**config.mk**
```make
export PLATFORM = sky130hd
export DESIGN_NAME = klc_ctrl
export DESIGN_NICKNAME = d
export VERILOG_FILES = /design/src/rtl/klc_pkg.sv /design/src/rtl/klc_ctrl.sv
export SDC_FILE = /design/constraint.sdc
export NUM_CORES = 1
export LEC_CHECK = 0
export ABC_AREA = 1
export BUFFER_PORTS_ARGS = -buffer_cell sky130_fd_sc_hd__buf_2
export CORE_AREA = 2 2 39 41
export DETAILED_ROUTE_END_ITERATION = 7
export DIE_AREA = 0 0 41 43
export HOLD_SLACK_MARGIN = 0.05
export SLEW_MARGIN = 15
export SYNTH_ARGS = -nofsm -noshare
export SYNTH_HDL_FRONTEND = slang
export SYNTH_SLANG_ARGS = --single-unit
```
**constraint.sdc**
```tcl
create_clock -name clk -period 1.21 [get_ports clk]
set_input_delay 0.121 -clock clk [delete_from_list [all_inputs] [get_ports clk]]
set_output_delay 0.121 -clock clk [all_outputs]
set_load 0.02 [all_outputs]
```
**src/rtl/klc_pkg.sv**
```systemverilog
// Shared types and constants of the keyed line cache.
// Depends on nothing; klc_ctrl, klc_datapath and the top level use it by scoped names.
`timescale 1ns / 1ps

package klc_pkg;

  localparam int SLOT_W = 7;

  localparam logic [1:0] OP_LOOKUP = 2'd0;
  localparam logic [1:0] OP_STORE  = 2'd1;
  localparam logic [1:0] OP_INVAL  = 2'd2;

  typedef logic [SLOT_W-1:0] slot_t;

  typedef struct packed {
    logic [1:0]         operation;
    logic [15:0]        window_id;
    logic signed [15:0] row_number;
    logic [7:0]         piece_number;
    logic [31:0]        payload;
    logic               any_row;
    logic               any_piece;
  } req_t;

  typedef struct packed {
    logic        hit;
    logic [31:0] found_payload;
    slot_t       slot;
  } rsp_t;

  // One table entry as it sits in the RAM.
  typedef struct packed {
    logic               valid;
    logic [15:0]        window_id;
    logic signed [15:0] row_number;
    logic [7:0]         piece_number;
    logic [31:0]        payload;
  } entry_t;

  typedef struct packed {
    logic clear;
    logic load;
    logic scan;
    logic write;
    logic load_out;
  } ctrl_cmd_t;

  typedef struct packed {
    logic clear_last;
    logic stop;
    logic is_store;
    logic out_free;
  } ctrl_status_t;

endpackage

```
**src/rtl/klc_ctrl.sv**
```systemverilog
// Sequencer of the keyed line cache: clearing pass, scan, write back, result hand-off.
// Depends on klc_pkg for the command and status types.
`timescale 1ns / 1ps

module klc_ctrl (
  input  logic                  clk,
  input  logic                  rst,
  input  logic                  req_valid,
  output logic                  req_stall,
  input  klc_pkg::ctrl_status_t status,
  output klc_pkg::ctrl_cmd_t    cmd
);

  typedef enum logic [4:0] {
    ST_CLEAR  = 5'b00001,
    ST_IDLE   = 5'b00010,
    ST_SCAN   = 5'b00100,
    ST_WRITE  = 5'b01000,
    ST_FINISH = 5'b10000
  } state_t;

  state_t state;
  state_t state_next;

  always_ff @(posedge clk) begin
    if (rst) begin
      state <= ST_CLEAR;
    end else begin
      state <= state_next;
    end
  end

  assign req_stall = (state != ST_IDLE);

  always_comb begin
    state_next = state;
    cmd        = '0;
    case (state)
      ST_CLEAR: begin
        cmd.clear = 1'b1;
        if (status.clear_last) begin
          state_next = ST_IDLE;
        end
      end
      ST_IDLE: begin
        if (req_valid) begin
          cmd.load   = 1'b1;
          state_next = ST_SCAN;
        end
      end
      ST_SCAN: begin
        cmd.scan = 1'b1;
        if (status.stop) begin
          state_next = status.is_store ? ST_WRITE : ST_FINISH;
        end
      end
      ST_WRITE: begin
        cmd.write  = 1'b1;
        state_next = ST_FINISH;
      end
      ST_FINISH: begin
        if (status.out_free) begin
          cmd.load_out = 1'b1;
          state_next   = ST_IDLE;
        end
      end
      default: begin
        state_next = ST_CLEAR;
      end
    endcase
  end

endmodule

```
# Word-level counts from Yosys, hierarchy flattened
# Cells that the tools add are included.
totals:
  regBits: 5
  latchBits: 0
  mem_bits_rw: 0
  mem_bits_ro: 0
  output_inout_bits: 6
  elab_cells: 25
  n_memories: 0
classes:
  addsub: 0
  n_mul: 0
  n_div: 0
  order_cmp: 0
  eq_ne: 10
  n_shift: 0
  n_mux: 13
  bitwise_logic: 0
  n_reduce_logical: 1
op_table:
  columns: ["operator", "n"]
  rows:
  - ["5-bit 2-to-1 mux", 5]
  - ["5-bit one-hot mux with 5 select lines", 1]
  - ["2-bit != test, second input constant", 4]
  - ["1-bit 2-to-1 mux", 7]
  - ["5-bit by 1-bit equality test with 1-bit output, second input constant", 1]
  - ["5-bit by 2-bit equality test with 1-bit output, second input constant", 1]
  - ["5-bit by 3-bit equality test with 1-bit output, second input constant", 1]
  - ["5-bit by 4-bit equality test with 1-bit output, second input constant", 1]
  - ["5-bit equality test, second input constant", 1]
  - ["5-bit by 2-bit != test with 1-bit output, second input constant", 1]
  - ["4-bit AND reduction", 1]

# Depth between registers and ports, before layout
# Gate-level depths: netlist (run 1).
depth:
  word_depth: 3
  ltp_mapped: 7
  ltp_nobuf: 7

# Least setup slack after synthesis (run 1)
# OpenSTA, ideal clock, no wires.
synth_path:
  path_kind: "reg-to-reg"
  start: "reg state[2]"
  end: "reg state[2]"
  setup_time_ps: 70
  arrival_time_ps: 1119
  path_slack_ps: 21
  stages_incl_launch_ff: 6
  path_buffers: 0
  path_cell_list: "dfxtp_1 > nor2_2 > nand3_2 > nor2_2 > inv_1 > a21oi_1"
synth_via:
  elab_chain_len: 3
synth_rtl:
  columns: ["item", "line_no", "text"]
  rows:
  - ["start, declared", "klc_ctrl.sv:22", "state_t state;"]
  - ["start signal, assigned", "klc_ctrl.sv:29", "state <= state_next;"]
  - ["5-bit by 1-bit equality test with 1-bit output (tied with other cells)", "klc_ctrl.sv:38", "case (state)"]
  - ["2-bit != test (no line)", null, null]
  - ["4-bit AND reduction (no line)", null, null]
# Several ways; a longest one is shown, not always the timed one.
# A chain may end at the register's enable or synchronous reset.

==> metrics.md, run 1 <==
| Metric | Value |
|---|---|
| Status | complete, but fails checks |
| Violated checks | setup timing |
| Fin area | 603 sq um |
| Clock Path Buffers | 2 |
| Final setup TNS | -0.189 ns |
| Setup WS pre-CTS | 0.109 ns |
| FF/Latch Area | 115 sq um |
| Xor-xnor portion of the synthesized cell area | 0% |
| Die Span Y | 43 um |
| Drt initial violations | 10 |
| Yosys reg bits | 5 |
| Diodes inserted | 0 |
| Synth Area in Compound Gates | 8.98% |
| Max Cap Violations | 0 |
| Post-Synth Simple-Gate Area | 41.2% |
| Pwr dens | 1140 nW/um^2 |
| Clk Latency, worst-skew pair | 0.25 ns |
| Core box area | 1380 sq um |
| Regs by FF count | state: 5 flops |
| YS warnings | 0 |
| Area Overhead vs Synth | 96.7% |
| Finished Layout Cells | 89 |
| Most frequent cells in the layout | inv_1 (10), buf_4 (9), nand4_1 (6), buf_2 (6), buf_6 (6) |
| Most flops, register | state |
| Initial Util | 22.2% |
| Slew margin rel. | 86.8% |
| Top cell by count, worst path | nor2_4 |
| Final Hold Violating Endpoints | 0 |
| DIE AREA | 1760 sq um |
| Post-Syn Nets | 55 |
| IO Count | 13 |
| FP Rows | 14 |
| Critical Path AT | 1.16 ns |
| Port Buffers | 12 |
| Adder-Cell Fraction of Synth Area | 0% |
| Buf/Inv on CP | 1 |
| Share of cells above drive strength 1 | 60.3% |
| Placed cell count | 76 |
| GRT Resource Usage Total | 13.4% |
| Setup violators final | 5 |
| Largest family of logic cells by synthesized area | simple AND/OR/NAND/NOR gates |
| CP cell instances | nor2_4 > nand3_4 > nor2_4 > buf_6 |
| Synth Instances | 48 |
| Slew Viols, Final | 0 |
| Slowest stage cell on the critical path | dfxtp_4 |
| Lkg Pwr | 0.000296 uW |
| Fmax achieved | 781 MHz |
| Largest stage delay, worst path | 0.34 ns |
| Register area share after synthesis | 32.7% |
| Routed Antenna Nets | 0 |
| Largest net degree at the start of global routing | 8 |
| TritonCTS clock tree | done |
| Max reg flops | 5 |
| WS Path Type | flop to primary output |
| Die width | 41 um |
| RePlAce Congestion | 0.726 |
| Clock transition at path regs | 0.05 ns |
| Routed wire length | 1040 um |
| Startpoint Class | flop |
| # H-tree levels | 1 |
| Syn avg cell area | 6.39 sq um |
| Period utilization | 106% |
| DP Wirelength | 601 um |
| Total grt overflow | 0 |
| DP Area | 387 sq um |
| CTS Buf Count | 3 |
| CP top delay family | simple AND/OR/NAND/NOR gates |
| RSZ-0062 raised after global routing | yes |
| Multi-input logic area | 219 sq um |
| Netlist cell types | 12 |
| WHS | 0.0781 ns |
| Critical Path Fanout Max | 5 |
| Mux cell area share after synthesis | 0% |
| Commonest non-fill, non-tap cell in the layout | inv_1 |
| CTS root buffer | clkbuf_4 |
| Fill cell count | 134 |
| DR WL/cell | 11.7 um |
| Worst EP required | 1.09 ns |
| Vias/cell | 4.73 |
| Setup slack after layout | -0.0711 ns |
| Initial antenna violation count | 0 |
| Worst min path class | input port to flop |
| Minimum clock period | 1.28 ns |
| Vias | 421 |
| Synthesized area | 307 sq um |
| Crit end category | primary output |
| Nets | 81 |
| Clock Sinks | 5 |
| DRT Pass-1 Iters | 4 |
| Clock skew | 0.00832 ns |
| First-pass GRT wire length | 1570 um |
| DRC viols | 0 |
| Hold_buf cts | 0 |
| Vias in the first global route | 383 |
| Worst-margin pin slew | 0.198 ns |
| Worst VDD drop | 0.435 mV |
## worst register-to-register path, stage by stage, from the launching register on
cell,delay [ns]
dfxtp_4,0.34
nor2_4,0.20
buf_6,0.13
nand4_1,0.12
nand2_1,0.12
nor2_2,0.06
nand2_1,0.07
a21oi_2,0.05
## cell usage after synthesis
cell      number  share of area, %
nor2_2         4               8.2
o21ai_1        1               1.6
nand2_1        5               6.1
nand3_1        4               6.5
nand3_2        1               3.3
o211ai_1       1               2.4
nor2_1         4               4.9
a21oi_1        3               4.9
inv_2          1               1.2
inv_1         13                16
dfxtp_1        5                33
nand4_1        6                12
## stage by stage
step                total power [uW]  utilization (%)
finish                           688             43.6
CTS                              632             37.1
detailed placement               373             27.9
floorplan                        323                -
global route                     731             43.6
global placement                 371             27.9
## cell type report
type | instances | share of cell area (%)
multi-input combinational | 29 | 36.3
tap | 16 | 3.32
inverter | 14 | 9.54
clock buffer | 4 | 4.36
sequential | 5 | 19.1
timing repair buffer | 21 | 27.4
## power breakdown
part | total [uW] | switching [uW] | leakage [uW] | internal, uW
combinational | 268 | 146 | 0.000238 | 123
sequential | 224 | 34.9 | 0.0000431 | 189
clock | 197 | 71.8 | 0.0000150 | 125
## kinds of logic after synthesis
group                  after synthesis
AO/OA/AOI/OAI                        5
buffers and inverters               14
flip-flops                           5
AND/OR/NAND/NOR                     24
## final timing paths
path | from | endpoint | slack, ns | cells after the start
worst max-delay path | state[3] | cmd[3] | -0.07 | 4
worst min-delay path | rst | state[1] | 0.08 | 2
worst max register to register | state[3] | state[4] | 0.02 | 7
worst min register to register | state[4] | state[4] | 0.62 | 2
## routing by layer
layer | GRT usage [%] | up-vias | share of wire, %
li1 | - | 204 | -
met1 | 13.5 | 194 | 36
met5 | 0 | - | 0
met3 | 3.66 | 6 | 4.8
met2 | 21.3 | 17 | 52
met4 | 10.7 | 0 | 6.7
## timing repair
item / 4_1_cts / 5_1_grt
hold endpoints to repair: 0 / 0
setup buffers: 5 / 5
setup endpoints to repair: 6 / 9
resized for setup: 20 / 19
pin swaps: 5 / 11
Note: power is estimated with default switching activity, not from simulation.
==> run 2, diff against run 1 <==
- PLACE_DENSITY: not set -> 0.43
==> metrics.md, run 2 (synthesized netlist as in run 1, its figures left out) <==
| Metric | Value |
|---|---|
| Status | complete, but fails checks |
| Max reg flops | 5 |
| Sw Ratio | 35.3% |
| Vias/cell | 4.58 |
| WP depth | 4 |
| TritonCTS clock tree | done |
| Hold EP | state[2] |
| Setup crit start | state[3] |
| Pwr dens | 1160 nW/um^2 |
| Critical Path AT | 1.14 ns |
| Setup violators final | 4 |
| Slew Viols, Final | 0 |
| Slew margin rel. | 86.8% |
| Clock power share | 31.4% |
| Regs by FF count | state: 5 flops |
| Slowest stage cell on the critical path | dfxtp_2 |
| Combinational fraction of design power | 32.9% |
| Die width | 41 um |
| Lkg Pwr | 0.000274 uW |
| Period utilization | 104% |
| Violated checks | setup timing |
| Crit end category | primary output |
| RePlAce Congestion | 0.747 |
| Diodes inserted | 0 |
| Buf/Inv on CP | 1 |
| Startpoint Class | flop |
| FP Rows | 14 |
| Port Buffers | 12 |
| DIE AREA | 1760 sq um |
| Fin area | 531 sq um |
| Area Overhead vs Synth | 73.1% |
| Vias in the first global route | 325 |
| DP Area | 387 sq um |
| Worst hold path depth | 2 |
| Vias | 394 |
| NetSw | 217 uW |
| Max Cap Violations | 0 |
| PnR Total Power | 616 uW |
| Most flops, register | state |
| Nets | 78 |
| Final Hold Violating Endpoints | 0 |
| Share of cells above drive strength 1 | 52.9% |
| Minimum clock period | 1.26 ns |
| Initial Util | 22.2% |
| Clock Sinks | 5 |
| Reg-to-Reg Start | state[1] |
| Commonest non-fill, non-tap cell in the layout | inv_1 |
| Worst EP required | 1.09 ns |
| DRT Pass-1 Iters | 4 |
| GRT Resource Usage Total | 9.93% |
| Clock transition at path regs | 0.04 ns |
| Largest net degree at the start of global routing | 8 |
| Most frequent cells in the layout | inv_1 (11), buf_2 (8), buf_4 (7) |
| Worst R2R End | state[4] |
| CP cell instances | nor2_4 > nand3_2 > nor2_1 > buf_4 |
| Hold Crit Start | rst |
| CTS root buffer | clkbuf_4 |
| DR WL/cell | 9.83 um |
| Flop2flop setup slack | 0.04 ns |
| CTS Buf Count | 3 |
| # H-tree levels | 1 |
| Worst VDD drop | 0.355 mV |
| Clock Path Buffers | 2 |
| Die Span Y | 43 um |
| CP top delay family | simple AND/OR/NAND/NOR gates |
| Drt initial violations | 3 |
| Core box area | 1380 sq um |
| DRC viols | 0 |
| WS Path Type | flop to primary output |
| R2R depth | 6 |
| IO Count | 13 |
| Clock skew | 0.00210 ns |
| Critical Path Fanout Max | 6 |
| Worst-margin pin slew | 0.198 ns |
| Setup slack after layout | -0.0522 ns |
| Total grt overflow | 0 |
| Initial antenna violation count | 0 |
| First-pass GRT wire length | 1150 um |
| Clk Latency, worst-skew pair | 0.24 ns |
| RSZ-0062 raised after global routing | yes |
| WHS | 0.0798 ns |
| Internal power | 398 uW |
| Hold_buf cts | 0 |
| Routed Antenna Nets | 0 |
| Worst min path class | input port to flop |
| DP Wirelength | 617 um |
| Largest stage delay, worst path | 0.34 ns |
| Sequential share of power | 35.7% |
| Fmax achieved | 792 MHz |
| Routed wire length | 845 um |
run 2: power groups by stage:
stage / logic (uW) / registers, uW / clock network [uW]
floorplan: 124 / 199 / 0
global placement: 173 / 202 / 0
detailed placement: 171 / 202 / 0
CTS: 194 / 219 / 195
global route: 225 / 222 / 200
finish: 203 / 220 / 193
run 2: layout make-up:
cell class | count | area (sq um)
Clock buffer | 4 | 26.3
Fill cell | 159 | 853
Inverter | 14 | 52.6
Multi-Input combinational cell | 29 | 195
Sequential cell | 5 | 110
Tap cell | 16 | 20.0
Timing Repair Buffer | 18 | 126
run 2: metrics by stage:
step	TNS [ns]	util [%]	worst slack (ns)	cells
6_report	-0.148	38.3	-0.0522	86
4_1_cts	-0.0944	35.4	-0.0405	84
2_1_floorplan	0	-	0.0213	48
3_5_place_dp	0	27.9	0.117	76
5_1_grt	-0.476	38.3	-0.0933	86
3_3_place_gp	0	27.9	0.0937	76
run 2: worst max-delay path by stage:
stage / endpoint / slack [ns]
floorplan: state[2] / 0.02
global placement: state[4] / 0.09
detailed placement: state[4] / 0.12
CTS: cmd[1] / -0.04
global route: cmd[1] / -0.09
finish: cmd[0] / -0.05
run 2: repair_timing:
item	4_1_cts	5_1_grt
setup endpoints to repair	6	7
buffers inserted	4	2
cloned	0	0
pin swaps	4	4
gates resized for setup	17	7
run 2: per-layer routing:
| layer | routed length [um] | GRT usage (%) | vias up |
|---|---|---|---|
| li1 | - | - | 203 |
| met1 | 351 | 11.2 | 175 |
| met2 | 409 | 15.3 | 12 |
| met3 | 51 | 0 | 4 |
| met4 | 32 | 10.0 | 0 |
| met5 | 0 | 0 | - |
==> run 3, diff against run 2 <==
- CTS_BUF_LIST: not set -> sky130_fd_sc_hd__clkbuf_8
==> metrics.md, run 3 (synthesized netlist as in run 1, its figures left out) <==
| Metric | Value |
|---|---|
| Startpoint Class | flop |
| Most frequent cells in the layout | inv_1 (13), buf_2 (7), nand4_1 (6), buf_4 (6), nand2_1 (5) |
| Clock skew | 0.00144 ns |
| Worst hold path depth | 2 |
| Diodes inserted | 0 |
| Vias | 377 |
| NetSw | 236 uW |
| Nets | 76 |
| Share of cells above drive strength 1 | 50.0% |
| DRT Pass-1 Iters | 4 |
| Fmax achieved | 816 MHz |
| Initial Util | 22.2% |
| Most flops, register | state |
| Port Buffers | 12 |
| Crit end category | primary output |
| Status | complete, but fails checks |
| Worst EP required | 1.09 ns |
| Clk Latency, worst-skew pair | 0.22 ns |
| Routed wire length | 876 um |
| RePlAce Congestion | 0.747 |
| Slew Viols, Final | 0 |
| FP Rows | 14 |
| Combinational fraction of design power | 28.6% |
| Clock Path Buffers | 2 |
| Clock transition at path regs | 0.03 ns |
| IO Count | 13 |
| Slew margin rel. | 87.5% |
| Sw Ratio | 32.4% |
| Hold Crit Start | rst |
| CTS root buffer | clkbuf_8 |
| Hold EP | state[4] |
| Area Overhead vs Synth | 72.2% |
| CTS Buf Count | 3 |
| Setup WS pre-CTS | 0.117 ns |
| WHS | 0.109 ns |
| DR WL/cell | 10.4 um |
| Setup violators final | 3 |
| Commonest non-fill, non-tap cell in the layout | inv_1 |
| Minimum clock period | 1.23 ns |
| DRC viols | 0 |
| Drt initial violations | 11 |
| Max reg flops | 5 |
| Critical Path AT | 1.10 ns |
| Vias/cell | 4.49 |
| Setup slack after layout | -0.0158 ns |
| Regs by FF count | state: 5 flops |
| Post-layout util | 38.2% |
| Largest net degree at the start of global routing | 8 |
| Max Cap Violations | 0 |
| RSZ-0062 raised after global routing | yes |
| Worst R2R End | state[4] |
| Vias in the first global route | 306 |
| Lkg Pwr | 0.000278 uW |
| Period utilization | 101% |
| DIE AREA | 1760 sq um |
| PnR Total Power | 727 uW |
| Pwr dens | 1380 nW/um^2 |
| Total grt overflow | 0 |
| Initial antenna violation count | 0 |
| Clock power share | 41.3% |
| Die width | 41 um |
| First-pass GRT wire length | 1080 um |
| # H-tree levels | 1 |
| Violated checks | setup timing |
| Clock Sinks | 5 |
| Routed Antenna Nets | 0 |
| Die Span Y | 43 um |
| Core box area | 1380 sq um |
| Fill cell count | 161 |
| Worst-margin pin slew | 0.187 ns |
| Sequential share of power | 30.1% |
| Flop2flop setup slack | 0.06 ns |
| Worst VDD drop | 0.389 mV |
| GRT Resource Usage Total | 9.34% |
| Final Hold Violating Endpoints | 0 |
| Reg-to-Reg Start | state[1] |
| Worst min path class | input port to flop |
| WS Path Type | flop to primary output |
| DP Wirelength | 617 um |
| Critical Path Fanout Max | 5 |
| Internal power | 491 uW |
| TritonCTS clock tree | done |
| R2R depth | 6 |
[run 3: area by class of cell]
cell class | count | area [sq um] | area share (%)
flip-flops and latches | 5 | 106 | 20.1
repair buffers | 16 | 114 | 21.6
well taps | 16 | 20.0 | 3.79
clock inverters | 1 | 3.75 | 0.711
clock buffers | 3 | 41.3 | 7.82
multi-input cells | 29 | 190 | 36.0
inverters | 14 | 52.6 | 9.95
[run 3: worst max-delay path by stage]
stage,startpoint,end,slack (ns),depth (start not counted)
floorplan,state[2],state[2],0.02,5
global placement,state[2],state[4],0.09,6
detailed placement,state[1],state[4],0.12,7
CTS,state[1],cmd[3],-0.01,5
global route,state[1],cmd[1],-0.07,4
finish,state[1],cmd[1],-0.02,4
[run 3: power groups by stage]
stage               Clock (uW)  Sequential, uW  Combinational, uW
finish                     300             219                208
global route               307             221                228
CTS                        301             213                179
detailed placement           0             202                171
global placement             0             202                173
floorplan                    0             199                124
[run 3: metal layers]
metal	track usage (%)	wire length [um]
met5	0	0
met4	10.0	27
met3	0	51
met2	14.1	435
met1	10.6	361
[run 3: what timing repair did]
action                                  CTS  global route
gates resized for setup                  12            10
hold buffers                              0             0
pin swaps                                 2             1
endpoints found under the setup margin    6             6
cloned                                    0             0
setup buffers                             1             3
[run 3: worst max-delay path, stage by stage (launching register included)]
cell	delay, ns
dfxtp_2	0.34
nor2_4	0.17
nand4_1	0.16
inv_1	0.10
buf_6	0.11
[run 3: metrics by stage]
stage | TNS, ns | area, sq um | cells
after floorplan | 0 | 307 | 48
after global placement | 0 | 387 | 76
after detailed placement | 0 | 387 | 76
after CTS | -0.0170 | 469 | 81
after global routing | -0.237 | 528 | 84
final | -0.0286 | 528 | 84
